File: config.mk
export PLATFORM = sky130hd
export DESIGN_NAME = iee_queue
export DESIGN_NICKNAME = d
export VERILOG_FILES = /design/src/rtl/core/infix_expression_evaluator_macros.svh /design/src/rtl/core/iee_pkg.sv /design/src/rtl/core/iee_queue.sv
export SDC_FILE = /design/constraint.sdc
export NUM_CORES = 1
export LEC_CHECK = 0
export BUFFER_PORTS_ARGS = -buffer_cell sky130_fd_sc_hd__buf_2
export CORE_MARGIN = 5
export CORE_UTILIZATION = 59
export CTS_CLUSTER_DIAMETER = 80
export CTS_CLUSTER_SIZE = 14
export DETAILED_ROUTE_END_ITERATION = 8
export PLACE_DENSITY = 0.87
export REMOVE_ABC_BUFFERS = 1
export SLEW_MARGIN = 20
export SYNTH_ARGS = -nofsm -noshare
export SYNTH_HDL_FRONTEND = slang
export SYNTH_SLANG_ARGS = --single-unit
export TNS_END_PERCENT = 10
File: constraint.sdc
create_clock -name clk -period 4.7 [get_ports clk]
set_input_delay 0.47 -clock clk [delete_from_list [all_inputs] [get_ports clk]]
set_output_delay 0.47 -clock clk [all_outputs]
set_load 0.02 [all_outputs]
File: src/rtl/core/infix_expression_evaluator_macros.svh
// Assertion macros used by the evaluator back end.
`ifndef INFIX_EXPRESSION_EVALUATOR_MACROS_SVH
`define INFIX_EXPRESSION_EVALUATOR_MACROS_SVH
// Implication checked on every clock edge outside reset.
`define IEE_ASSERT_IMPL(label, ante, cons, msg) \
    label: assert property (@(posedge clk) disable iff (!rst_n) (ante) |-> (cons)) \
        else $error(msg);
// Implication whose consequent is checked on the next clock edge after the antecedent.
`define IEE_ASSERT_NEXT(label, ante, cons, msg) \
    label: assert property (@(posedge clk) disable iff (!rst_n) (ante) |=> (cons)) \
        else $error(msg);
`endif

File: src/rtl/core/iee_pkg.sv
// Package with the evaluator's types, codes and default sizes.
package iee_pkg;
    localparam int STACK_DEPTH_DEF = 16;
    localparam int FRAC_BITS_DEF   = 16;
    localparam int INT_BITS_DEF    = 32;
    localparam int VALUE_W         = 48;
    localparam int CH_W            = 8;
    localparam int STATUS_W        = 2;
    localparam int LEVEL_W         = 8;

    localparam logic [1:0] OP_ADD = 2'd0;
    localparam logic [1:0] OP_SUB = 2'd1;
    localparam logic [1:0] OP_MUL = 2'd2;
    localparam logic [1:0] OP_DIV = 2'd3;

    localparam logic [1:0] ST_OK    = 2'd0;
    localparam logic [1:0] ST_MALF  = 2'd1;
    localparam logic [1:0] ST_OVFL  = 2'd2;
    localparam logic [1:0] ST_DIV0  = 2'd3;

    localparam logic [7:0] CH_PLUS  = 8'h2B;
    localparam logic [7:0] CH_MINUS = 8'h2D;
    localparam logic [7:0] CH_STAR  = 8'h2A;
    localparam logic [7:0] CH_SLASH = 8'h2F;
    localparam logic [7:0] CH_OPEN  = 8'h28;
    localparam logic [7:0] CH_CLOSE = 8'h29;
    localparam logic [7:0] CH_ZERO  = 8'h30;
    localparam logic [7:0] CH_NINE  = 8'h39;

    // Token classes passed from the front end to the back end.
    localparam logic [2:0] TK_NUM   = 3'd0;
    localparam logic [2:0] TK_OPEN  = 3'd1;
    localparam logic [2:0] TK_CLOSE = 3'd2;
    localparam logic [2:0] TK_OPER  = 3'd3;
    localparam logic [2:0] TK_END   = 3'd4;
    localparam logic [2:0] TK_NOP   = 3'd5;

    typedef struct packed {
        logic [2:0]         kind;
        logic [1:0]         code;
        logic [VALUE_W-1:0] num;
    } token_t;
endpackage

File: src/rtl/core/iee_queue.sv
// Short token queue between the front end and the back end.
module iee_queue #(
    parameter int DEPTH = 4
) (
    input  logic            clk,
    input  logic            rst_n,
    input  iee_pkg::token_t wr_tok,
    input  logic            wr_valid,
    output logic            wr_stall,
    output iee_pkg::token_t rd_tok,
    output logic            rd_valid,
    input  logic            rd_stall
);
    import iee_pkg::*;

    localparam int AW = $clog2(DEPTH);
    token_t        mem [DEPTH];
    logic [AW-1:0] wp_reg, rp_reg;
    logic [AW:0]   cnt_reg;
    logic          wr, rd;

    assign wr_stall = (cnt_reg == (AW + 1)'(DEPTH));
    assign rd_valid = (cnt_reg != '0);
    assign rd_tok   = mem[rp_reg];
    assign wr = wr_valid && !wr_stall;
    assign rd = rd_valid && !rd_stall;

    always_ff @(posedge clk or negedge rst_n)
    begin
        if (!rst_n)
        begin
            wp_reg  <= '0;
            rp_reg  <= '0;
            cnt_reg <= '0;
        end
        else
        begin
            if (wr) wp_reg <= (wp_reg == AW'(DEPTH - 1)) ? '0 : wp_reg + 1'b1;
            if (rd) rp_reg <= (rp_reg == AW'(DEPTH - 1)) ? '0 : rp_reg + 1'b1;
            cnt_reg <= cnt_reg + (AW + 1)'(wr) - (AW + 1)'(rd);
        end
    end

    always_ff @(posedge clk)
    begin
        if (wr) mem[wp_reg] <= wr_tok;
    end
endmodule

# Word level (Yosys, flattened, before mapping)

Memory sizes are Yosys's and may differ from the RTL's.
Cells that the tools add are included.

Register bits: 7
Bits in latches: 0
RAM bits: 212
Bits in read-only memories: 0
Input port bits: 57
Output and inout bits: 55
Logic and storage cells: 20
Memories: 1

Memories:

| name | depth | width | rd ports | clocked after memory_dff | write ports | line            | text |
|---|---|---|---|---|---|---|---|
| mem  | 4     | 53    | 1        | 0                        | 1           | iee_queue.sv:17 | `token_t mem [DEPTH];` |

Add/subtract/negate cells: 4
Multipliers: 0
Div/mod/pow operators: 0
$lt $le $gt $ge: 0
Equal/unequal tests: 3
Shift-type cells: 0
Multiplexer cells: 4
Bitwise logic cells: 0
Reductions and logical operators: 5

Operators with widths:

| operator                                                       | number |
|---|---|
| 2-bit by 1-bit adder with 2-bit output (second input constant) | 2 |
| 2-bit equality test (second input constant)                    | 2 |
| 2-bit two-way mux                                              | 2 |
| 3-bit by 1-bit adder with 3-bit output                         | 1 |
| 3-bit equality test (second input constant)                    | 1 |
| 3-bit nonzero test                                             | 1 |
| 3-bit by 1-bit subtractor with 3-bit output                    | 1 |
| 1-bit logical AND                                              | 2 |
| 1-bit logical NOT                                              | 2 |
| 1-bit two-way mux                                              | 2 |

# Depth between registers and ports, before layout

Depth in word-level cells: 5
Gate-level depth with buffers: 9

# Least setup slack after synthesis

OpenSTA, ideal clock, no wires.

Path kind: reg-to-reg
Start point: register cnt_reg[1]
End point: register cnt_reg[2]
Library setup time: 0.126 ns
Arrival time: 2.007 ns
Data required time: 4.574 ns
Slack: 2.566 ns
Stages on the path, launching flop included: 10
Path buffers: 0
Period minus slack after synthesis: 2.134 ns
Path through: dfrtp_1 or3b_4 nand2_4 ha_1 inv_1 ha_1 inv_1 fa_1 xnor2_1 xnor2_1

Word-level cells in the longest chain between the ends: 5
Elaborated cells on any way between the ends: 7
Those cells by class: add/sub: 2; eq/ne: 1; reduce/logical: 4

Ends and longest elaborated chain:

| element                                       | line            | text |
|---|---|---|
| from (decl)                                   | iee_queue.sv:19 | `logic [AW:0] cnt_reg;` |
| from (signal assigned)                        | iee_queue.sv:40 | `cnt_reg <= cnt_reg + (AW + 1)'(wr) - (AW + 1)'(rd);` |
| 3-bit equality test                           | iee_queue.sv:22 | `assign wr_stall = (cnt_reg == (AW + 1)'(DEPTH));` |
| 1-bit logical NOT                             | iee_queue.sv:25 | `assign wr = wr_valid && !wr_stall;` |
| 1-bit logical AND                             | iee_queue.sv:25 |  |
| 3-bit by 1-bit adder with 3-bit output        | iee_queue.sv:40 |  |
| 3-bit by 1-bit subtractor with 3-bit output * | iee_queue.sv:40 |  |

Every way passes the cells marked *; elsewhere a longest branch is shown, timed or not.
A chain may end at the register's enable or synchronous reset.

==> impl_metrics.yaml <==
status:
  status: "finished clean"
clock_tree:
  cts_made_buffers: 19
  cts_num_sinks: 219
  htreeDepth: 1
  clock_latency_ns: 0.47
  clk_pin_slew_ns: 0.07
  postCtsSetupBuffers: 0
  cts.path.max_buffers: 3
  clockRootBuffer: "clkbuf_16"
  ctsHoldBuffers: 1
  tritoncts: "yes"
  cts_resized: 0
critical_path:
  crit_path_end_kind: "output port"
  rrSetupSlack_ns: 2.37
  r2r-end: "cnt_reg[2]$_DFF_PN0_"
  critPathKind: "reg -> out"
  crit_arrival_ns: 2.60
  startpoint: "rp_reg[0]$_DFFE_PN0P_"
  cp.required_ns: 4.23
  reg2regPathDepth: 9
  crit_end: "rd_tok[33]"
  worstPathMaxFanout: 47
  r2r_start: "cnt_reg[1]$_DFF_PN0_"
  startpoint_type: "flip-flop"
route:
  dr.pass1.iters: 5
  drt_iter0_markers: 192
  post_drt_via_cell_ratio: 5.73
  ant_nets: 0
  drc: 0
  via_count: 3633
  routed_wl_mm: 14.1
  wl_per_cell_um: 22.2
floorplan:
  ios: 112
  start_util: 0.595
  rows: 43
  core_area_um2: 13700
  die_y_um: 128
  fp.dieW_um: 128
  design.die.area_um2: 16300
layout:
  fillers: 867
  multiInputGateArea_um2: 1450
  regArea_um2: 6550
  largest_reg_flops: 212
  fin_area_um2: 9390
  diodes: 0
  nets: 507
  drive_gt1_frac: 0.443
  area_delta_synth_final_pct: 15.1
place:
  routabilityCongestion: 0.697
  dp.final_hpwl_mm: 8.68
  portBuffers: 111
  place_area_um2: 8850
timing:
  drv_slew: 0
  worst_slew_pin_slew_ns: 0.916
  holdWs_ns: 0.218
  finalSetupTns_ns: 0
  fin_worst_skew_ns: 0.0112
  rsz0062_at_grt: "no"
  min_period_ns: 3.07
  fin_crit_sh: 0.653
  setup_viol: 0
  max_freq_mhz: 326
  timing.slew.headroom: 0.389
  finalHoldViolations: 0
run:
  cap_viol_max_count: 0
global_route:
  grt_usage: 0.175
  grt_pass1_vias: 3929
  gr-total-overflow: 0
  grt_max_degree: 48
  antenna_found_initial: 2
  grt_first_pass_wirelength_mm: 21.8
synth:
  synth_cells: 315
  ys_warn_count: 0
  synth.top_cell.area_share: 0.780
  synth_top_cell_by_area: "edfxtp_1"
  ys_ff_latch: 219
  syn-cell-area_um2: 8160
  synth_cell_types: 20
  yosysSeqAreaShare: 0.802
  synth_area_per_cell_um2: 25.9
  synth_area_leaders: "edfxtp_1, mux4_2, dfrtp_1"
pwr:
  ir_drop_v: 0.000519
  p_leak_nw: 3.23
  power.density_nw_per_um2: 641
min_path:
  hold_path_class: "in -> reg"
-- placed cells by master (no fill, tap or decap), types with 2 or more instances in the layout --
cell type	n
nor2_1	2
edfxtp_1	212
inv_1	7
mux2_4	2
clkbuf_16	19
ha_1	7
xnor2_1	2
mux4_2	52
buf_4	6
and3_2	4
clkbuf_1	13
buf_2	111
dfrtp_1	5
-- cells by family after synthesis --
group | after synthesis | synth area share
flops | 219 | 0.802
mux | 56 | 0.152
compound gates | 2 | 0.00169
simple gates | 9 | 0.00859
fa+ha+maj | 8 | 0.0132
xor+xnor | 2 | 0.00215
buf+inv | 19 | 0.0206
-- how the worst min path moves through the flow --
stage	from	depth (start not counted)	endpoint	slack [ns]
final	rd_stall	2	rp_reg[0]$_DFFE_PN0P_	0.22
after global routing	wr_tok[3]	1	mem[0][3]$_DFFE_PP_	0.20
after CTS	wr_tok[48]	1	mem[0][48]$_DFFE_PP_	0.20
after detailed placement	rst_n	1	rp_reg[0]$_DFFE_PN0P_	0.31
after global placement	rst_n	1	rp_reg[0]$_DFFE_PN0P_	0.31
after floorplan	rst_n	0	cnt_reg[0]$_DFF_PN0_	0.17
-- report_power, final --
group	switching, mW	internal, mW	leakage (nW)
combinational	1.02	0.789	0.963
clock	0.609	0.758	0.250
sequential	0.253	2.59	2.02
total	1.88	4.13	3.23
-- area by class of cell --
cell class                 instances  share of cell area
timing repair buffer             118              0.0650
multi-input combinational         77               0.154
inverter                           7             0.00280
tap                              180              0.0240
sequential                       219               0.697
clock buffer                      32              0.0558
clock inverter                     1            0.000800
-- metal layers --
metal / global-route usage / wire (um)
met1: 0.239 / 5650
met4: 0.0343 / 213
met5: 0 / 21
met3: 0.0439 / 981
met2: 0.294 / 7230
-- worst max-delay path, cell delays in order (launching register included) --
cell and delay (ns):
dfrtp_4 1.03, buf_4 0.37, mux4_2 0.54, buf_2 0.18
-- stage by stage --
stage / worst slack, ns / util / std cells / total power [mW]
2_1_floorplan: 1.23 / - / 303 / 4.09
3_3_place_gp: 2.08 / 0.645 / 600 / 4.66
3_5_place_dp: 2.06 / 0.645 / 600 / 4.73
4_1_cts: 1.52 / 0.684 / 634 / 6.11
5_1_grt: 1.43 / 0.684 / 634 / 6.30
6_report: 1.63 / 0.684 / 634 / 6.01
-- synthesized netlist by cell type --
| cell | number |
|---|---|
| mux4_2 | 52 |
| and3_2 | 4 |
| ha_1 | 7 |
| buf_6 | 1 |
| nor3_2 | 1 |
| o21ai_0 | 1 |
| fa_1 | 1 |
| buf_2 | 6 |
| edfxtp_1 | 212 |
| dfrtp_1 | 7 |
| mux4_1 | 1 |
| o41ai_1 | 1 |
| buf_12 | 5 |
| inv_1 | 7 |
| nand2_4 | 1 |
| or3b_4 | 1 |
| mux2_4 | 2 |
| nor2_1 | 2 |
| mux2_2 | 1 |
| xnor2_1 | 2 |
No activity file was read; power rests on OpenSTA's default activity.
