$ cat src/rtl/core/infix_expression_evaluator_macros.svh
// Assertion macros used by the evaluator back end.
`ifndef INFIX_EXPRESSION_EVALUATOR_MACROS_SVH
`define INFIX_EXPRESSION_EVALUATOR_MACROS_SVH
// Implication checked on every clock edge outside reset.
`define IEE_ASSERT_IMPL(label, ante, cons, msg) \
    label: assert property (@(posedge clk) disable iff (!rst_n) (ante) |-> (cons)) \
        else $error(msg);
// Implication whose consequent is checked on the next clock edge after the antecedent.
`define IEE_ASSERT_NEXT(label, ante, cons, msg) \
    label: assert property (@(posedge clk) disable iff (!rst_n) (ante) |=> (cons)) \
        else $error(msg);
`endif

$ cat src/rtl/core/iee_pkg.sv
// Package with the evaluator's types, codes and default sizes.
package iee_pkg;
    localparam int STACK_DEPTH_DEF = 16;
    localparam int FRAC_BITS_DEF   = 16;
    localparam int INT_BITS_DEF    = 32;
    localparam int VALUE_W         = 48;
    localparam int CH_W            = 8;
    localparam int STATUS_W        = 2;
    localparam int LEVEL_W         = 8;

    localparam logic [1:0] OP_ADD = 2'd0;
    localparam logic [1:0] OP_SUB = 2'd1;
    localparam logic [1:0] OP_MUL = 2'd2;
    localparam logic [1:0] OP_DIV = 2'd3;

    localparam logic [1:0] ST_OK    = 2'd0;
    localparam logic [1:0] ST_MALF  = 2'd1;
    localparam logic [1:0] ST_OVFL  = 2'd2;
    localparam logic [1:0] ST_DIV0  = 2'd3;

    localparam logic [7:0] CH_PLUS  = 8'h2B;
    localparam logic [7:0] CH_MINUS = 8'h2D;
    localparam logic [7:0] CH_STAR  = 8'h2A;
    localparam logic [7:0] CH_SLASH = 8'h2F;
    localparam logic [7:0] CH_OPEN  = 8'h28;
    localparam logic [7:0] CH_CLOSE = 8'h29;
    localparam logic [7:0] CH_ZERO  = 8'h30;
    localparam logic [7:0] CH_NINE  = 8'h39;

    // Token classes passed from the front end to the back end.
    localparam logic [2:0] TK_NUM   = 3'd0;
    localparam logic [2:0] TK_OPEN  = 3'd1;
    localparam logic [2:0] TK_CLOSE = 3'd2;
    localparam logic [2:0] TK_OPER  = 3'd3;
    localparam logic [2:0] TK_END   = 3'd4;
    localparam logic [2:0] TK_NOP   = 3'd5;

    typedef struct packed {
        logic [2:0]         kind;
        logic [1:0]         code;
        logic [VALUE_W-1:0] num;
    } token_t;
endpackage

$ cat src/rtl/core/iee_front.sv
// Front end: digit accumulation and character classification into tokens.
module iee_front #(
    parameter int FRAC_BITS = iee_pkg::FRAC_BITS_DEF,
    parameter int INT_BITS  = iee_pkg::INT_BITS_DEF
) (
    input  logic                  clk,
    input  logic                  rst_n,
    input  logic [iee_pkg::CH_W-1:0] ch,
    input  logic                  last,
    input  logic                  in_valid,
    output logic                  in_stall,
    output iee_pkg::token_t       tok,
    output logic                  tok_valid,
    input  logic                  tok_stall
);
    import iee_pkg::*;

    localparam int VB = (INT_BITS + FRAC_BITS > VALUE_W) ? VALUE_W : INT_BITS + FRAC_BITS;
    localparam logic [VALUE_W:0] VMAX = ({{VALUE_W{1'b0}}, 1'b1} << (VB - 1)) - 1'b1;

    // An item queues up to two tokens: the finished number, then its own or the end marker.
    logic [VALUE_W-1:0] pend_reg, pend_next;
    logic               act_reg, act_next;
    token_t             q_reg [2];
    token_t             q_next [2];
    logic [1:0]         cnt_reg, cnt_next;
    logic               hd_reg, hd_next;
    logic               end_reg, end_next;

    logic               digit;
    logic [VALUE_W+4:0] acc;
    logic [VALUE_W-1:0] dig_val;
    token_t             own;
    logic               has_own;

    assign digit    = (ch >= CH_ZERO) && (ch <= CH_NINE);
    // Hold the input while tokens are queued or an end marker is still owed.
    assign in_stall = (cnt_reg != 2'd0) || end_reg;
    assign tok      = q_reg[hd_reg];
    assign tok_valid = (cnt_reg != 2'd0);

    always_comb
    begin
        dig_val = VALUE_W'(ch - CH_ZERO) << FRAC_BITS;
        acc = ({5'd0, pend_reg} << 3) + ({5'd0, pend_reg} << 1) + {5'd0, dig_val};
        own = '{kind: TK_NOP, code: OP_ADD, num: '0};
        has_own = 1'b0;
        unique case (ch)
            CH_OPEN:  begin own.kind = TK_OPEN;  has_own = 1'b1; end
            CH_CLOSE: begin own.kind = TK_CLOSE; has_own = 1'b1; end
            CH_PLUS:  begin own.kind = TK_OPER; own.code = OP_ADD; has_own = 1'b1; end
            CH_MINUS: begin own.kind = TK_OPER; own.code = OP_SUB; has_own = 1'b1; end
            CH_STAR:  begin own.kind = TK_OPER; own.code = OP_MUL; has_own = 1'b1; end
            CH_SLASH: begin own.kind = TK_OPER; own.code = OP_DIV; has_own = 1'b1; end
            default:  ;
        endcase
    end

    always_comb
    begin
        pend_next = pend_reg;
        act_next  = act_reg;
        q_next    = q_reg;
        cnt_next  = cnt_reg;
        hd_next   = hd_reg;
        if (tok_valid && !tok_stall)
        begin
            cnt_next = cnt_reg - 2'd1;
            hd_next  = 1'b1;
        end
        if (in_valid && !in_stall)
        begin
            cnt_next = 2'd0;
            hd_next  = 1'b0;
            if (digit)
            begin
                pend_next = (acc > (VALUE_W + 5)'(VMAX)) ? VMAX[VALUE_W-1:0]
                                                           : acc[VALUE_W-1:0];
                act_next = 1'b1;
                if (last)
                begin
                    q_next[0] = '{kind: TK_NUM, code: OP_ADD, num: pend_next};
                    q_next[1] = '{kind: TK_END, code: OP_ADD, num: '0};
                    cnt_next  = 2'd2;
                    pend_next = '0;
                    act_next  = 1'b0;
                end
            end
            else
            begin
                // Flush a finished digit run first, then the item's own token.
                if (act_reg)
                begin
                    q_next[0] = '{kind: TK_NUM, code: OP_ADD, num: pend_reg};
                    cnt_next  = 2'd1;
                end
                pend_next = '0;
                act_next  = 1'b0;
                if (has_own || last)
                begin
                    // A final item without a token of its own emits the end marker.
                    if (has_own)
                        q_next[act_reg] = own;
                    else
                        q_next[act_reg] = '{kind: TK_END, code: OP_ADD, num: '0};
                    cnt_next = act_reg ? 2'd2 : 2'd1;
                end
            end
        end
    end

    // A non-digit last item with its own token needs a further token (end);
    // track it with a flag raised on accept and served once the queue drains.
    always_comb
    begin
        end_next = end_reg;
        if (in_valid && !in_stall)
            end_next = last && !digit && has_own;
        else if (end_reg && cnt_reg == 2'd0)
            end_next = 1'b0;
    end

    token_t q0_fin;
    logic [1:0] cnt_fin;
    always_comb
    begin
        q0_fin  = q_next[0];
        cnt_fin = cnt_next;
        if (end_reg && cnt_reg == 2'd0)
        begin
            q0_fin  = '{kind: TK_END, code: OP_ADD, num: '0};
            cnt_fin = 2'd1;
        end
    end

    always_ff @(posedge clk or negedge rst_n)
    begin
        if (!rst_n)
        begin
            pend_reg <= '0;
            act_reg  <= 1'b0;
            cnt_reg  <= 2'd0;
            hd_reg   <= 1'b0;
            end_reg  <= 1'b0;
        end
        else
        begin
            pend_reg <= pend_next;
            act_reg  <= act_next;
            cnt_reg  <= cnt_fin;
            hd_reg   <= (end_reg && cnt_reg == 2'd0) ? 1'b0 : hd_next;
            end_reg  <= end_next;
        end
    end

    always_ff @(posedge clk)
    begin
        q_reg[0] <= q0_fin;
        q_reg[1] <= q_next[1];
    end
endmodule

$ cat config.mk
export PLATFORM = sky130hd
export DESIGN_NAME = iee_front
export DESIGN_NICKNAME = d
export VERILOG_FILES = /design/src/rtl/core/infix_expression_evaluator_macros.svh /design/src/rtl/core/iee_pkg.sv /design/src/rtl/core/iee_front.sv
export SDC_FILE = /design/constraint.sdc
export NUM_CORES = 1
export LEC_CHECK = 0
export ABC_AREA = 1
export BUFFER_PORTS_ARGS = -buffer_cell sky130_fd_sc_hd__buf_2
export CAP_MARGIN = 40
export CORE_ASPECT_RATIO = 1.5
export CORE_MARGIN = 5
export CORE_UTILIZATION = 63
export CTS_CLUSTER_DIAMETER = 100
export DETAILED_ROUTE_END_ITERATION = 8
export HOLD_SLACK_MARGIN = 0.15
export MAX_ROUTING_LAYER = met4
export PLACE_DENSITY = 0.82
export SLEW_MARGIN = 20
export SYNTH_ARGS = -nofsm -noshare
export SYNTH_HDL_FRONTEND = slang
export SYNTH_SLANG_ARGS = --single-unit
$ cat constraint.sdc
create_clock -name clk -period 5.25 [get_ports clk]
set_input_delay 1.05 -clock clk [delete_from_list [all_inputs] [get_ports clk]]
set_output_delay 1.05 -clock clk [all_outputs]
set_load 0.02 [all_outputs]
# Word-level counts from Yosys, hierarchy flattened
# Index checks and enable logic that the tools add are counted.
# Widths: inputs -> output; s select.
[word_totals] ff_bits=159 latch_bits=0 mem_bits_rw=0 rom_bits=0 inputBits=13 output_inout_bits=55 word_cells=88 mem_count=0
[op_classes] addsub=4 multipliers=0 div=0 order_cmp=6 eq_ne=7 shift=0 n_mux=34 bitwise_logic=5 n_reduce_logical=21
[ops] cell="$mux 106" n=4
[ops] cell="$mux 53" n=7
[ops] cell="$mux 48" n=3
[ops] cell="$bwmux 106" n=1
[ops] cell="$and 104x104->104" n=1
[ops] cell="$not 104->104" n=1
[ops] cell="$add 52x48->53" n=1
[ops] cell="$demux 53 s1" n=1
[ops] cell="$gt 53x47->1 const B" n=1
[ops] cell="$add 51x49->52" n=1
[ops] cell="$eq 8x6->1 const B" n=6
[ops] cell="$mux 2" n=7
[ops] cell="$mux 1" n=9
[ops] cell="$pmux 3 s3" n=1
[ops] cell="$sub 8x6->9 const B" n=1
[ops] cell="$ge 8x6->1 const B" n=1
[ops] cell="$le 8x6->1 const B" n=1
[ops] cell="$logic_and 1x1->1" n=7
[ops] cell="$pmux 2 s3" n=1
[ops] cell="$reduce_bool 2->1" n=3
[ops] cell="$reduce_or 6->1" n=1
[ops] cell="$ge 2x2->1 const B" n=2
[ops] cell="$not 1->2" n=2
[ops] cell="$reduce_or 4->1" n=1
[ops] cell="other kinds (10)" n=13

# Longest topological paths before layout
[logic_depth] word_depth=10 ltp_mapped=25 mapped_depth_nobuf=24

# Worst setup path after synthesis
# OpenSTA, ideal clock, no wires.
[synth_path] path_kind="input -> register" startpoint="input ch[4] (netlist name)" endpoint="register with a tool-made name" setup_ns=0.131 arrival_ns=4.996 t_required_ns=5.119 setup_slack_ns=0.124 stages=20 n_path_buf=2 cell_sequence="ha_1 -> nor2_1 -> fa_1 -> ha_1 -> nand2_2 -> inv_1 -> nand2_1 -> nand3_1 -> a21oi_1 -> nand2_1 -> nand2_1 -> nand2_1 -> nor2_1 -> nand3_2 -> nor2_4 -> buf_6 -> buf_6 -> nand4_1 -> nand2_1 -> a21oi_2"
[synth_rtl] element="start, declared" line="iee_front.sv:8" source="input logic [iee_pkg::CH_W-1:0] ch,"

# Final worst setup path
[layout_path] startpoint="input ch[4] (netlist name)" endpoint="register pend_reg[22]"
[layout_via] elab_chain_cells=6 elab_cells_between_ends=9 classes_between="add/sub: 2; order compare: 3; mux: 3; reduce/logical: 1"
[layout_rtl] element="$sub 8x6->9" line="iee_front.sv:44" source="dig_val = VALUE_W'(ch - CH_ZERO) << FRAC_BITS;"
[layout_rtl] element="$add 52x48->53" line="iee_front.sv:45" source="acc = ({5'd0, pend_reg} << 3) + ({5'd0, pend_reg} << 1) + {5'd0, dig_val};"
[layout_rtl] element="$gt 53x47->1" line="iee_front.sv:77" source="pend_next = (acc > (VALUE_W + 5)'(VMAX)) ? VMAX[VALUE_W-1:0]"
[layout_rtl] element="$mux 48" line="iee_front.sv:77"
[layout_rtl] element="$mux 48" line="iee_front.sv:80" source="if (last)"
[layout_rtl] element="$mux 48 (*)" line="iee_front.sv:75" source="if (digit)"
[layout_rtl] element="end signal, assigned" line="iee_front.sv:148" source="pend_reg <= pend_next;"
[layout_rtl] element="end, declared" line="iee_front.sv:22" source="logic [VALUE_W-1:0] pend_reg, pend_next;"
# Mark *: on every way between the ends. The rest lies on a longest branch, timed or not.
# A chain may end at the register's enable or synchronous reset.

==> results.json <==
{
  "yosysWarnings": 0,
  "number_of_antenna_violations_at_the_first_check_in_global_routing": 0,
  "cellPowerDensity_mw_per_mm2": 365,
  "criticalPathCategory": "input port to register",
  "first_global_vias": 11200,
  "worst_setup_path_end_kind": "register",
  "numPortBuffers": 67,
  "gr-usage-all-layers_pct": 32.5,
  "row_count": 62,
  "netlist_area_before_placement_sq_mm": 0.0122,
  "ir_worst_vdd_v": 0.000245,
  "proportion_of_layout_cells_with_a_drive_suffix_above_1_pct": 9.32,
  "insertedDiodeCount": 0,
  "final_design_area_no_fill_sq_mm": 0.0133,
  "grt.met1_usage_pct": 42.9,
  "register_to_register_setup_slack_ns": 1.57,
  "totalPowerFinal_uw": 4840,
  "die_h_um": 180,
  "post_synthesis_to_final_layout_area_growth_pct": 8.79,
  "logic_depth_of_the_worst_register_to_register_path": 17,
  "min_period_ns": 4.43,
  "setup.worst_path.start": "ch[4]",
  "grt_setup_unrepaired": "false",
  "cp.required_ns": 5.56,
  "antenna_left": 0,
  "clock-sinks": 159,
  "overall_via_count_from_detail_route": 11700,
  "post_dp_area_sq_mm": 0.0127,
  "wl_per_cell_um": 16.6,
  "yosysMostFrequentCell": "sky130_fd_sc_hd__nand2_1",
  "die_width_um": 124,
  "worst-slew-pin-transition_ns": 0.838,
  "timing.final.crit_share_pct": 84.5,
  "status": "completed",
  "final.fill_count": 1689,
  "die-area_sq_mm": 0.0223,
  "cts-htree-levels": 4,
  "final_cell_count_no_fill": 2080,
  "clk_latency_ns": 0.42,
  "ys_seq_elements": 159,
  "totalWireLength_um": 34500,
  "synth.yosys.seq_area_share_pct": 32.6,
  "p_leak_uw": 0.00673,
  "dr.first_iter.drc_count": 1236,
  "cell_type_with_the_largest_total_area_after_synthesis": "sky130_fd_sc_hd__nand2_1",
  "ys_top_cells_by_count": "511 x sky130_fd_sc_hd__nand2_1, 247 x sky130_fd_sc_hd__inv_1, 219 x sky130_fd_sc_hd__nor2_1, 189 x sky130_fd_sc_hd__a21oi_1, 64 x sky130_fd_sc_hd__ha_1",
  "initial_core_util_pct": 63.9,
  "post_cts_buffers": 0,
  "grt_first_pass_wirelength_um": 56300,
  "sum_neg_setup_slack_ns": 0,
  "syn_nets": 1885,
  "gp_congestion": 1.03,
  "yosys-top-cells-area": "sky130_fd_sc_hd__nand2_1 16%, sky130_fd_sc_hd__edfxtp_1 13%, sky130_fd_sc_hd__dfrtp_1 11%",
  "cts_root_buf": "sky130_fd_sc_hd__clkbuf_16",
  "cts.reportedPaths.clkPinSlew_ns": 0.06,
  "worstReg2RegEnd": "pend_reg[22]",
  "viasPerCell": 5.61,
  "detailed_place_hpwl_um": 26600,
  "floorplan.io_pins": 68,
  "clk_path_buf_depth": 2,
  "post_synth.cell_area_avg_sq_um": 6.87,
  "min_path_type": "register to register",
  "post_synth_num_cell_types": 49,
  "fin_skew_ns": 0.00920,
  "relSlewSlack_pct": 44.1,
  "post_synthesis_instance_total": 1775,
  "number_of_gates_resized_after_cts": 0,
  "core_sq_mm": 0.0191,
  "number_of_hold_slack_violations_in_the_final_timing_report": 0,
  "grt_busiest_layer": "met2",
  "numCtsBuffers": 17,
  "drc": 0,
  "timing.final.max_slew_violations": 0,
  "finalSetupViolCount": 0,
  "netlist.area_leader.share_pct": 15.7,
  "cp_capture_point": "pend_reg[22]",
  "worstPathArrival_ns": 4.74,
  "cp_max_fo": 24,
  "clock_tree_from_tritoncts": "done",
  "fmax_achieved_mhz": 225,
  "synth_enable_flop_cells": 53,
  "synth-async-reset-ratio_pct": 33.3,
  "grt_start_max_net_pins": 80,
  "grt.met3_usage_pct": 4.27,
  "timing.critical_path.from_type": "input port",
  "critical_path.reg2reg.startpoint": "pend_reg[3]",
  "cap_viol_max_count": 0,
  "dominantRegCellSynth": "sky130_fd_sc_hd__edfxtp_1",
  "drt_first_pass_iters": 5,
  "ctsHoldBuffers": 0,
  "numPlacedInstances": 2048,
  "globalRouteOverflowTotal": 0,
  "groute.layer.met2.usage_pct": 51.4,
  "layout.nets": 1921
}
[cell families after synthesis]
group,Yosys count,synth area share (%)
AO/OA/AOI/OAI,278,12.3
XOR/XNOR,30,2.15
adder cells (fa/ha/maj),97,12.0
buffers and inverters,324,10.8
flip-flops,159,32.6
AND/OR/NAND/NOR,887,30.2
[worst max-delay path, cell delays in order]
cell and delay, ns:
sky130_fd_sc_hd__buf_2 0.11, sky130_fd_sc_hd__ha_1 0.26, sky130_fd_sc_hd__nor2_2 0.18, sky130_fd_sc_hd__buf_12 0.21
sky130_fd_sc_hd__fa_1 0.46, sky130_fd_sc_hd__ha_1 0.39, sky130_fd_sc_hd__nand2_1 0.08, sky130_fd_sc_hd__nand2_1 0.07
sky130_fd_sc_hd__a21oi_1 0.28, sky130_fd_sc_hd__o21ai_0 0.20, sky130_fd_sc_hd__a21oi_1 0.22, sky130_fd_sc_hd__nand3_1 0.10
sky130_fd_sc_hd__nand2_1 0.08, sky130_fd_sc_hd__nand2_2 0.06, sky130_fd_sc_hd__nor2_4 0.22, sky130_fd_sc_hd__nand2_1 0.14
sky130_fd_sc_hd__inv_2 0.32, sky130_fd_sc_hd__nand2_1 0.14, sky130_fd_sc_hd__nand2_1 0.09, sky130_fd_sc_hd__nand2_1 0.05
[final cells by class]
class                      count  area, sq um  area share, %
inverter                     256          963           7.26
sequential                   159         3980           30.0
timing repair buffer          85          520           3.92
multi-input combinational   1292         6920           52.1
clock buffer                  20          447           3.37
tap                          256          320           2.41
clock inverter                12          118          0.887
[power by group]
group          internal, uW  switching [uW]  total, uW  leakage, uW
sequential             1540             175       1710      0.00166
clock                   706             477       1180     0.000270
combinational           629            1320       1950      0.00480
[stage by stage]
stage / util, % / hold slack [ns] / setup slack [ns]
floorplan: - / 0.440 / 0.124
global placement: 66.5 / 0.452 / 0.527
detailed placement: 66.6 / 0.454 / 0.476
CTS: 69.5 / 0.464 / 0.881
global route: 69.5 / 0.483 / 0.549
finish: 69.5 / 0.463 / 0.815
[cells in the final DEF, fill, tap and decap left out, types with 3 or more instances in the layout]
master                      synthesis  final
sky130_fd_sc_hd__a21o_1             5      5
sky130_fd_sc_hd__a21oi_1          189    189
sky130_fd_sc_hd__a21oi_2            5      5
sky130_fd_sc_hd__a22oi_1            3      3
sky130_fd_sc_hd__and2_1             3      3
sky130_fd_sc_hd__buf_12             0      4
sky130_fd_sc_hd__buf_2             14     67
sky130_fd_sc_hd__buf_4              3     14
sky130_fd_sc_hd__clkbuf_16          0     17
sky130_fd_sc_hd__clkinv_1           2      6
sky130_fd_sc_hd__dfrtp_1           53     52
sky130_fd_sc_hd__dfxtp_1           53     53
sky130_fd_sc_hd__edfxtp_1          53     53
sky130_fd_sc_hd__fa_1              33     33
sky130_fd_sc_hd__ha_1              64     64
sky130_fd_sc_hd__inv_1            247    246
sky130_fd_sc_hd__inv_2              6      7
sky130_fd_sc_hd__nand2_1          511    511
sky130_fd_sc_hd__nand2_2           15     15
sky130_fd_sc_hd__nand3_1           50     49
sky130_fd_sc_hd__nand3_2            2      3
sky130_fd_sc_hd__nand3b_1           4      4
sky130_fd_sc_hd__nand4_1           51     51
sky130_fd_sc_hd__nor2_1           219    216
sky130_fd_sc_hd__nor2_2            19     21
sky130_fd_sc_hd__nor3_1             7      7
sky130_fd_sc_hd__o21ai_0           49     49
sky130_fd_sc_hd__o21ai_1            3      3
sky130_fd_sc_hd__o21bai_1           7      7
sky130_fd_sc_hd__o22ai_1            5      5
sky130_fd_sc_hd__xnor2_1           18     18
sky130_fd_sc_hd__xor2_1            12     12
[worst min path at each step]
stage | start | endpoint | cells after the start | slack, ns
final | q_reg[104] | q_reg[104] | 2 | 0.46
after global routing | q_reg[104] | q_reg[104] | 2 | 0.48
after CTS | q_reg[104] | q_reg[104] | 2 | 0.46
after detailed placement | q_reg[104] | q_reg[104] | 2 | 0.45
after global placement | q_reg[104] | q_reg[104] | 2 | 0.45
after floorplan | q_reg[101] | q_reg[101] | 2 | 0.44
[routing by layer]
layer  part of all wire [%]  wire, um
met1                     42     14500
met2                     48     16400
met3                    6.6      2280
met4                    3.6      1230
met5                      0         0
Note: power is estimated with default switching activity, not from simulation.
