==> src/rtl/core/infix_expression_evaluator_macros.svh <==
// Assertion macros used by the evaluator back end.
`ifndef INFIX_EXPRESSION_EVALUATOR_MACROS_SVH
`define INFIX_EXPRESSION_EVALUATOR_MACROS_SVH
// Implication checked on every clock edge outside reset.
`define IEE_ASSERT_IMPL(label, ante, cons, msg) \
    label: assert property (@(posedge clk) disable iff (!rst_n) (ante) |-> (cons)) \
        else $error(msg);
// Implication whose consequent is checked on the next clock edge after the antecedent.
`define IEE_ASSERT_NEXT(label, ante, cons, msg) \
    label: assert property (@(posedge clk) disable iff (!rst_n) (ante) |=> (cons)) \
        else $error(msg);
`endif

==> src/rtl/core/iee_pkg.sv <==
// Package with the evaluator's types, codes and default sizes.
package iee_pkg;
    localparam int STACK_DEPTH_DEF = 16;
    localparam int FRAC_BITS_DEF   = 16;
    localparam int INT_BITS_DEF    = 32;
    localparam int VALUE_W         = 48;
    localparam int CH_W            = 8;
    localparam int STATUS_W        = 2;
    localparam int LEVEL_W         = 8;

    localparam logic [1:0] OP_ADD = 2'd0;
    localparam logic [1:0] OP_SUB = 2'd1;
    localparam logic [1:0] OP_MUL = 2'd2;
    localparam logic [1:0] OP_DIV = 2'd3;

    localparam logic [1:0] ST_OK    = 2'd0;
    localparam logic [1:0] ST_MALF  = 2'd1;
    localparam logic [1:0] ST_OVFL  = 2'd2;
    localparam logic [1:0] ST_DIV0  = 2'd3;

    localparam logic [7:0] CH_PLUS  = 8'h2B;
    localparam logic [7:0] CH_MINUS = 8'h2D;
    localparam logic [7:0] CH_STAR  = 8'h2A;
    localparam logic [7:0] CH_SLASH = 8'h2F;
    localparam logic [7:0] CH_OPEN  = 8'h28;
    localparam logic [7:0] CH_CLOSE = 8'h29;
    localparam logic [7:0] CH_ZERO  = 8'h30;
    localparam logic [7:0] CH_NINE  = 8'h39;

    // Token classes passed from the front end to the back end.
    localparam logic [2:0] TK_NUM   = 3'd0;
    localparam logic [2:0] TK_OPEN  = 3'd1;
    localparam logic [2:0] TK_CLOSE = 3'd2;
    localparam logic [2:0] TK_OPER  = 3'd3;
    localparam logic [2:0] TK_END   = 3'd4;
    localparam logic [2:0] TK_NOP   = 3'd5;

    typedef struct packed {
        logic [2:0]         kind;
        logic [1:0]         code;
        logic [VALUE_W-1:0] num;
    } token_t;
endpackage

==> src/rtl/core/iee_back.sv <==
// Back end: operator and operand stacks with a multicycle ALU.
`include "infix_expression_evaluator_macros.svh"
module iee_back #(
    parameter int STACK_DEPTH = iee_pkg::STACK_DEPTH_DEF,
    parameter int FRAC_BITS   = iee_pkg::FRAC_BITS_DEF,
    parameter int INT_BITS    = iee_pkg::INT_BITS_DEF
) (
    input  logic                              clk,
    input  logic                              rst_n,
    input  iee_pkg::token_t                   tok,
    input  logic                              tok_valid,
    output logic                              tok_stall,
    output logic signed [iee_pkg::VALUE_W-1:0] value,
    output logic [iee_pkg::STATUS_W-1:0]      status,
    output logic                              out_valid,
    input  logic                              out_stall
);
    import iee_pkg::*;

    localparam int VB  = (INT_BITS + FRAC_BITS > VALUE_W) ? VALUE_W : INT_BITS + FRAC_BITS;
    localparam int SW  = $clog2(STACK_DEPTH);
    localparam int CW  = $clog2(STACK_DEPTH + 1);
    localparam int DIVN = VALUE_W + FRAC_BITS;
    localparam int CNTW = $clog2(DIVN + 1);
    localparam logic signed [VALUE_W:0] VMAX = (VALUE_W + 1)'((65'd1 << (VB - 1)) - 65'd1);
    localparam logic signed [VALUE_W:0] VMIN = -VMAX - (VALUE_W + 1)'(1);

    localparam logic [2:0] S_IDLE = 3'd0;
    localparam logic [2:0] S_POP  = 3'd1;
    localparam logic [2:0] S_EXEC = 3'd2;
    localparam logic [2:0] S_MUL  = 3'd3;
    localparam logic [2:0] S_DIV  = 3'd4;
    localparam logic [2:0] S_DONE = 3'd5;

    logic [LEVEL_W+1:0]        ops [STACK_DEPTH];
    logic signed [VALUE_W-1:0] vals [STACK_DEPTH];
    logic [CW-1:0]             opc_reg, vlc_reg;
    logic [LEVEL_W-1:0]        lvl_reg;
    logic [1:0]                err_reg;
    logic [2:0]                st_reg;
    logic                      hold_reg;     // token held while reducing
    logic                      fin_reg;      // reducing for end of expression
    logic [1:0]                rcode_reg;
    logic signed [VALUE_W-1:0] x_reg, y_reg;
    logic [VALUE_W-1:0]        ma_reg, mb_reg;
    logic                      neg_reg;
    logic [2*VALUE_W-1:0]      prod_reg;
    logic [1:0]                mstep_reg;
    logic [DIVN-1:0]           dq_reg;
    logic [VALUE_W:0]          drem_reg;
    logic [CNTW-1:0]           dcnt_reg;
    logic                      dbig_reg;
    logic [63:0]               qacc_reg;
    logic signed [VALUE_W-1:0] out_v_reg;
    logic [1:0]                out_s_reg;
    logic                      out_vld_reg;

    logic [LEVEL_W+1:0] top_op;
    logic               higher;
    logic               is_oper;

    assign value     = out_v_reg;
    assign status    = out_s_reg;
    assign out_valid = out_vld_reg;
    assign top_op    = ops[SW'(opc_reg - 1'b1)];
    assign is_oper   = tok.kind == TK_OPER;
    assign higher    = (top_op[LEVEL_W+1:2] != lvl_reg) ? (top_op[LEVEL_W+1:2] > lvl_reg)
                     : !(top_op[1:0] < 2'd2 && tok.code >= 2'd2);
    assign tok_stall = (st_reg != S_IDLE) || (tok.kind == TK_END && out_vld_reg)
                       || (is_oper && opc_reg != '0 && higher)
                       || (tok.kind == TK_END && opc_reg != '0);

    function automatic logic signed [VALUE_W-1:0] sat(input logic signed [VALUE_W+1:0] v);
        if (v > (VALUE_W + 2)'(VMAX)) return VMAX[VALUE_W-1:0];
        if (v < (VALUE_W + 2)'(VMIN)) return VMIN[VALUE_W-1:0];
        return v[VALUE_W-1:0];
    endfunction

    function automatic logic signed [VALUE_W-1:0] apply(input logic [63:0] m, input logic n);
        logic [63:0] c;
        logic signed [65:0] s;
        c = (m > 64'h4000_0000_0000_0000) ? 64'h4000_0000_0000_0000 : m;
        s = n ? -$signed({2'b0, c}) : $signed({2'b0, c});
        if (s > 66'(VMAX)) return VMAX[VALUE_W-1:0];
        if (s < 66'(VMIN)) return VMIN[VALUE_W-1:0];
        return s[VALUE_W-1:0];
    endfunction

    // Multiply in 24 x 24 partial products, one per cycle.
    logic [23:0] pa, pb;
    logic [47:0] pprod;
    always_comb
    begin
        pa = mstep_reg[0] ? ma_reg[47:24] : ma_reg[23:0];
        pb = mstep_reg[1] ? mb_reg[47:24] : mb_reg[23:0];
        pprod = 48'(pa) * 48'(pb);
    end

    logic [VALUE_W:0] dtrial;
    assign dtrial = {drem_reg[VALUE_W-1:0], dq_reg[DIVN-1]} - {1'b0, mb_reg};

    always_ff @(posedge clk or negedge rst_n)
    begin
        if (!rst_n)
        begin
            opc_reg <= '0; vlc_reg <= '0; lvl_reg <= '0; err_reg <= ST_OK;
            st_reg <= S_IDLE; hold_reg <= 1'b0; fin_reg <= 1'b0; out_vld_reg <= 1'b0;
        end
        else
        begin
            if (out_vld_reg && !out_stall) out_vld_reg <= 1'b0;
            unique case (st_reg)
                S_IDLE:
                begin
                    if (tok_valid)
                    begin
                        if (is_oper && opc_reg != '0 && higher)
                            st_reg <= S_POP;
                        else if (tok.kind == TK_END && opc_reg != '0)
                            st_reg <= S_POP;
                        else if (tok.kind == TK_END && !out_vld_reg)
                        begin
                            out_s_reg <= (err_reg != ST_OK) ? err_reg
                                       : (vlc_reg != CW'(1)) ? ST_MALF : ST_OK;
                            out_v_reg <= (err_reg == ST_OK && vlc_reg == CW'(1)) ? vals[0] : '0;
                            out_vld_reg <= 1'b1;
                            opc_reg <= '0; vlc_reg <= '0; lvl_reg <= '0; err_reg <= ST_OK;
                        end
                        else if (tok.kind == TK_NUM)
                        begin
                            if (vlc_reg == CW'(STACK_DEPTH))
                            begin
                                if (err_reg == ST_OK) err_reg <= ST_OVFL;
                            end
                            else
                            begin
                                vals[SW'(vlc_reg)] <= tok.num;
                                vlc_reg <= vlc_reg + 1'b1;
                            end
                        end
                        else if (tok.kind == TK_OPEN)
                        begin
                            if (lvl_reg == '1) begin if (err_reg == ST_OK) err_reg <= ST_OVFL; end
                            else lvl_reg <= lvl_reg + 1'b1;
                        end
                        else if (tok.kind == TK_CLOSE)
                        begin
                            if (lvl_reg == '0) begin if (err_reg == ST_OK) err_reg <= ST_MALF; end
                            else lvl_reg <= lvl_reg - 1'b1;
                        end
                        else if (is_oper)
                        begin
                            if (opc_reg == CW'(STACK_DEPTH))
                            begin
                                if (err_reg == ST_OK) err_reg <= ST_OVFL;
                            end
                            else
                            begin
                                ops[SW'(opc_reg)] <= {lvl_reg, tok.code};
                                opc_reg <= opc_reg + 1'b1;
                            end
                        end
                    end
                end
                S_POP:
                begin
                    rcode_reg <= top_op[1:0];
                    opc_reg <= opc_reg - 1'b1;
                    if (vlc_reg < CW'(2))
                    begin
                        if (err_reg == ST_OK) err_reg <= ST_MALF;
                        st_reg <= S_IDLE;
                    end
                    else
                    begin
                        y_reg <= vals[SW'(vlc_reg - 1'b1)];
                        x_reg <= vals[SW'(vlc_reg - 2'd2)];
                        vlc_reg <= vlc_reg - 1'b1;
                        st_reg <= S_EXEC;
                    end
                end
                S_EXEC:
                begin
                    ma_reg <= x_reg[VALUE_W-1] ? VALUE_W'(-x_reg) : VALUE_W'(x_reg);
                    mb_reg <= y_reg[VALUE_W-1] ? VALUE_W'(-y_reg) : VALUE_W'(y_reg);
                    neg_reg <= x_reg[VALUE_W-1] ^ y_reg[VALUE_W-1];
                    prod_reg <= '0; mstep_reg <= 2'd0;
                    dcnt_reg <= '0; drem_reg <= '0; dbig_reg <= 1'b0; qacc_reg <= '0;
                    dq_reg <= DIVN'({x_reg[VALUE_W-1] ? VALUE_W'(-x_reg) : VALUE_W'(x_reg)})
                              << FRAC_BITS;
                    unique case (rcode_reg)
                        OP_ADD: begin vals[SW'(vlc_reg - 1'b1)] <= sat(
                                    (VALUE_W + 2)'(x_reg) + (VALUE_W + 2)'(y_reg));
                                    st_reg <= S_IDLE; end
                        OP_SUB: begin vals[SW'(vlc_reg - 1'b1)] <= sat(
                                    (VALUE_W + 2)'(x_reg) - (VALUE_W + 2)'(y_reg));
                                    st_reg <= S_IDLE; end
                        OP_MUL: st_reg <= S_MUL;
                        OP_DIV:
                        begin
                            if (y_reg == '0)
                            begin
                                if (err_reg == ST_OK) err_reg <= ST_DIV0;
                                vals[SW'(vlc_reg - 1'b1)] <= '0;
                                st_reg <= S_IDLE;
                            end
                            else st_reg <= S_DIV;
                        end
                    endcase
                end
                S_MUL:
                begin
                    logic [2*VALUE_W-1:0] pp;
                    logic [2*VALUE_W-1:0] sh;
                    pp = (2 * VALUE_W)'(pprod)
                         << (24 * (32'(mstep_reg[0]) + 32'(mstep_reg[1])));
                    prod_reg <= prod_reg + pp;
                    mstep_reg <= mstep_reg + 1'b1;
                    if (mstep_reg == 2'd3)
                    begin
                        sh = (prod_reg + pp) >> FRAC_BITS;
                        vals[SW'(vlc_reg - 1'b1)] <= apply(
                            (sh[2*VALUE_W-1:63] != '0) ? 64'h4000_0000_0000_0000 : 64'(sh),
                            neg_reg);
                        st_reg <= S_IDLE;
                    end
                end
                S_DIV:
                begin
                    // Restoring division, one quotient bit per cycle.
                    logic qb;
                    qb = !dtrial[VALUE_W];
                    drem_reg <= qb ? dtrial : {drem_reg[VALUE_W-1:0], dq_reg[DIVN-1]};
                    dq_reg <= dq_reg << 1;
                    if (!dbig_reg)
                    begin
                        if (qacc_reg[63:62] != 2'b0) dbig_reg <= 1'b1;
                        else qacc_reg <= {qacc_reg[62:0], qb};
                    end
                    dcnt_reg <= dcnt_reg + 1'b1;
                    if (dcnt_reg == CNTW'(DIVN - 1))
                    begin
                        vals[SW'(vlc_reg - 1'b1)] <= apply(
                            (dbig_reg || qacc_reg[63:62] != 2'b0)
                                ? 64'h4000_0000_0000_0000 : {qacc_reg[62:0], qb}, neg_reg);
                        st_reg <= S_IDLE;
                    end
                end
                default: st_reg <= S_IDLE;
            endcase
        end
    end

    `IEE_ASSERT_IMPL(a_opc_bound, 1'b1, opc_reg <= CW'(STACK_DEPTH), "operator count past depth")
    `IEE_ASSERT_IMPL(a_vlc_bound, 1'b1, vlc_reg <= CW'(STACK_DEPTH), "operand count past depth")
    `IEE_ASSERT_NEXT(a_pop_next, st_reg == S_POP, st_reg == S_IDLE || st_reg == S_EXEC,
                     "pop left to wrong state")
endmodule

==> config.mk <==
export PLATFORM = sky130hd
export DESIGN_NAME = iee_back
export DESIGN_NICKNAME = d
export VERILOG_FILES = /design/src/rtl/core/iee_pkg.sv /design/src/rtl/core/iee_back.sv
export VERILOG_INCLUDE_DIRS = /design/src /design/src/rtl/core
export SDC_FILE = /design/constraint.sdc
export NUM_CORES = 2
export LEC_CHECK = 0
export ABC_CLOCK_PERIOD_IN_PS = 34200
export BUFFER_PORTS_ARGS = -buffer_cell sky130_fd_sc_hd__buf_2
export CORE_MARGIN = 1.5
export CORE_UTILIZATION = 50
export DETAILED_ROUTE_END_ITERATION = 7
export PLACE_DENSITY = 0.68
export REMOVE_ABC_BUFFERS = 1
export SLEW_MARGIN = 5
export SYNTH_ARGS = -nofsm -noshare
export SYNTH_HDL_FRONTEND = slang
export SYNTH_SLANG_ARGS = --single-unit
==> constraint.sdc <==
create_clock -name clk -period 34.2 [get_ports clk]
set_input_delay 10.26 -clock clk [delete_from_list [all_inputs] [get_ports clk]]
set_output_delay 10.26 -clock clk [all_outputs]
set_load 0.03 [all_outputs]
# --- Word level (Yosys, flattened, before mapping) ---
# Memory sizes are Yosys's and may differ from the RTL's. A register that Yosys moved wholly into a read port is not among the register bits.
# Index checks and enable logic that the tools add are counted.
classes:
  n_eq_ne: 47
  muxes: 177
  n_reduce_logical: 54
  n_shift: 1
  multipliers: 2
  add_sub_neg: 18
  bitwise: 8
  magnitude_cmp: 14
ops:
  columns: ["op", "n"]
  rows:
  - ["$mux W48", 31]
  - ["$mux W64", 6]
  - ["$pmux W64 S2", 2]
  - ["$pmux W96 S2", 1]
  - ["$gt A66 B48 Y1 const B", 2]
  - ["$lt A66 B48 Y1 const B", 2]
  - ["$mux W66", 2]
  - ["$neg A64 Y66", 2]
  - ["$gt A64 B63 Y1 const B", 2]
  - ["$gt A49 B48 Y1 const B", 2]
  - ["$lt A49 B48 Y1 const B", 2]
  - ["$add A96 B96 Y96", 1]
  - ["$neg A48 Y48", 2]
  - ["$pmux W48 S2", 1]
  - ["$shl A48 B7 Y96", 1]
  - ["$mux W5", 16]
  - ["$mux W1", 74]
  - ["$add A48 B48 Y49", 1]
  - ["$sub A48 B48 Y49", 1]
  - ["$sub A49 B48 Y49", 1]
  - ["$logic_not A48 Y1", 1]
  - ["$mul A24 B24 Y48", 1]
  - ["$mux W24", 2]
  - ["$mux W8", 6]
  - ["other kinds (63)", 159]
totals:
  regBits: 407
  mem_count: 2
  elab_cells: 342
  inputBits: 57
  ramBits: 928
mem_list:
  columns: ["name", "depth", "width", "read_ports", "rd_ports_with_merged_regs", "wr", "line_no", "text"]
  rows:
  - ["vals", 16, 48, 3, 3, 1, "iee_back.sv:36", "logic signed [VALUE_W-1:0] vals [STACK_DEPTH];"]
  - ["ops", 16, 10, 1, 0, 1, "iee_back.sv:35", "logic [LEVEL_W+1:0] ops [STACK_DEPTH];"]

# --- Depth between registers and ports, before layout ---
logic_depth:
  depth_word: 24
  mapped_depth: 74
  ltp_nobuf: 66

# --- Worst setup path before layout ---
# Ideal clock, no wire load.
synth_timing:
  path_kind: "in2out"
  startpoint: "input port tok[52] (netlist bit)"
  endpoint: "output port tok_stall"
  t_arrival_ps: 11300
  slack_ps: 12640
  t_required_ps: 23940
  path_buffers: 1
  stages: 5
  path_cell_list: "clkbuf_1 -> nor3b_1 -> a21oi_1 -> a31oi_1 -> a211o_1"
synth_via:
  elab_chain_cells: 5
  word_cells_on_any_way: 9
synth_rtl:
  columns: ["item", "line_no", "text"]
  rows:
  - ["start, declared", "iee_back.sv:10", "input iee_pkg::token_t tok,"]
  - ["$eq A3 B3 Y1 / $eq A3 B2 Y1 (equally long branches)", "iee_back.sv:69, iee_back.sv:71, iee_back.sv:66", null]
  - ["$logic_and A1 B1 Y1 (on tied branches)", "iee_back.sv:69, iee_back.sv:70", null]
  - ["$logic_or A1 B1 Y1 / $logic_and A1 B1 Y1 (equally long branches)", "iee_back.sv:69, iee_back.sv:70", null]
  - ["$logic_or A1 B1 Y1", "iee_back.sv:70", "|| (is_oper && opc_reg != '0 && higher)"]
  - ["$logic_or A1 B1 Y1 *", "iee_back.sv:71", "|| (tok.kind == TK_END && opc_reg != '0);"]
  - ["end, declared", "iee_back.sv:12", "output logic tok_stall,"]
# Mark *: on every way between the ends. The rest lies on a longest branch, timed or not.

# --- Final worst setup path ---
layout_timing:
  startpoint: "input port tok[49] (netlist bit)"
  endpoint: "output port tok_stall"
layout_via:
  elab_chain_cells: 7
layout_rtl:
  columns: ["item", "line_no", "text"]
  rows:
  - ["$ge A2 B2 Y1", "iee_back.sv:68", ": !(top_op[1:0] < 2'd2 && tok.code >= 2'd2);"]
  - ["$logic_and A1 B1 Y1", "iee_back.sv:68", null]
  - ["$logic_not A1 Y1", "iee_back.sv:68", null]
  - ["$mux W1", "iee_back.sv:67", "assign higher = (top_op[LEVEL_W+1:2] != lvl_reg) ? (top_op[LEVEL_W+1:2] > lvl_reg)"]
  - ["$logic_and A1 B1 Y1", "iee_back.sv:70", null]
  - ["$logic_or A1 B1 Y1", "iee_back.sv:70", null]
  - ["$logic_or A1 B1 Y1", "iee_back.sv:71", null]
# No other way between the ends.

==> run summary <==
NumNets Final: 10,099
Hold Path Class: register to register
Crit path max fanout: 17
Register area share after synthesis: 42.2%
CORE AREA: 207,000 sq um
Distinct cells, synth: 98
Met3 usage: 5.27%
YS warnings: 0
Worst-path clk slew: 0.06 ns
CP arrival: 11.88 ns
GR peak layer: met2
Synth top area share: 41.6%
Vias: 77,682
DR pass1 iterations: 8
Worst-Margin Slew: 1.38 ns
First-pass GRT wire length: 507 mm
IO Port Bufs: 108
Placer Congestion: 1.01
Root Driver: clkbuf_16
Final min period: 22.14 ns
Most common cell after layout, fill and taps aside: edfxtp_1
Clk sink count: 1,463
Outcome: finished clean
Final hold vios: 0
Final period util: 64.7%
Total gr overflow: 0
Final WL: 348 mm
Drt wl/cell: 29.1 um
Achievable Freq: 0.0452 GHz
Register bit total from synthesis: 1,463
Sum Neg Setup Slack: 0 ns
Clock Latency Late Sink: 0.88 ns
Most used DFF post-synth: edfxtp_1
Ports: 109
Total CTS buffers: 158
Via/cell ratio: 6.50
Die ar.: 210,000 sq um
Largest cells by area after synthesis: edfxtp_1 (42%), mux4_2 (12%), fa_1 (9.4%)
R2R depth: 63
DRC viols: 0
Slew margin rel.: 5.52%
Mapped cell area: 104,000 sq um
RR Endpoint: vals[13][1]
Max cap viols: 0
Crit end category: primary output
Initial DRC Count: 9,180
Hold Startpoint: dq_reg[17]
Die span in y: 459 um
Max-slew violations: 0
Commonest non-fill, non-tap cells in the layout: edfxtp_1 (1,439), nor2_1 (898), nand2_1 (815)
Reg2reg start: mstep_reg[1]
Hold depth: 2
CTS Hold Bufs: 0
RSZ-0062 raised after global routing: no
GRT Util Overall: 32.8%
Rows: 167
Synth area leader: edfxtp_1
Initial core utilization: 50.2%
GR Util met1: 42.7%
Clk buf depth: 3
Layout Utilization: 54.8%
CTS tree: built
Vias in the first global route: 76,808
Postcts setup bufs: 0
Final setup vio count: 0
Max reg flops: 768
Area delta synth->final: 9.09%
CTS resizes: 0
Cell count after synthesis: 9,125
Final HPWL DP: 248 mm
Critical path class: input pin to primary output
Critical Path RT: 23.94 ns
Number of flops mapped to enable cells by yosys: 1,439
Fraction of layout cells with a size suffix above 1: 13.7%
Hold EP: dq_reg[18]
Initial antenna violation count: 10
R2R Setup Slk: 13.13 ns
Met2 usage: 52.0%
Mean Syn Cell Area: 11.4 sq um
Final Skew: 0.0877 ns
H-tree depth: 4
Die width: 459 um
Largest net degree at the start of global routing: 130
Share of flip-flops with an asynchronous set or reset: 1.64%
Worst setup SP type: input pin
Antenna viol nets, final: 0
## final cells by class
class	instances	area, sq um
Fill cell	17272	93400
Multi-Input combinational cell	6380	55600
Sequential cell	1463	43800
Clock buffer	193	4100
Tap cell	2704	3380
Inverter	785	2950
Timing Repair Buffer	321	2160
Clock inverter	98	1190
Antenna cell	1	2.50
## layer usage
layer  up-vias  part of all wire (%)
li1      33278                     -
met1     39230                    38
met2      4286                    47
met3       874                   9.1
met4        14                   6.8
met5         -                 0.024
## cell usage after synthesis, drive strengths merged, types with 38 or more instances
| cell | n |
|---|---|
| inv | 783 |
| nand2b | 63 |
| nand2 | 821 |
| o21a | 45 |
| mux2i | 57 |
| xnor2 | 279 |
| or3 | 56 |
| nor3 | 132 |
| xor2 | 139 |
| o31ai | 80 |
| a31oi | 71 |
| o22ai | 42 |
| nor2 | 912 |
| nand4 | 87 |
| o21bai | 55 |
| edfxtp | 1439 |
| clkbuf | 422 |
| mux2 | 39 |
| nor4 | 42 |
| buf | 75 |
| and3 | 109 |
| a21oi | 482 |
| and2 | 119 |
| nand3 | 137 |
| mux4 | 530 |
| ha | 446 |
| nor2b | 40 |
| fa | 487 |
| a211oi | 42 |
| a21o | 158 |
| o41ai | 38 |
| or4 | 45 |
| o21ai | 462 |
## critical path, cell delays in order
cell      delay, ns
buf_2          0.24
nand3_1        0.11
nor4_1         0.40
nor4bb_1       0.11
a21oi_1        0.18
a31oi_1        0.08
a211o_1        0.30
buf_2          0.18
## kinds of logic after synthesis
kind of cell	share of synthesized area, %
simple gates	11.8
compound gates	10.5
flops	42.2
buf+inv	4.66
fa+ha+maj	14.8
mux	12.5
xor+xnor	3.53
## how the worst max path moves through the flow
stage,from,end,slack [ns],cells past startpoint
after floorplan,vlc_reg[0],vals[0][0],8.28,4
after global placement,tok[49],tok_stall,12.13,8
after detailed placement,tok[49],tok_stall,12.10,8
after CTS,tok[49],tok_stall,12.08,8
after global routing,mstep_reg[1],vals[13][1],11.87,66
final,tok[49],tok_stall,12.06,8
## through the flow
step / instance area [sq um] / hold WS (ns) / instances / worst slack [ns]
finish: 113000 / 0.512 / 11945 / 12.06
global route: 113000 / 0.531 / 11944 / 11.87
CTS: 113000 / 0.499 / 11944 / 12.08
detailed placement: 108000 / 0.536 / 11653 / 12.10
global placement: 108000 / 0.529 / 11653 / 12.13
floorplan: 102000 / 0.477 / 8628 / 8.28
Power is not shown: default switching activity piles up to over one toggle a cycle in this logic, so the estimate is an artifact.
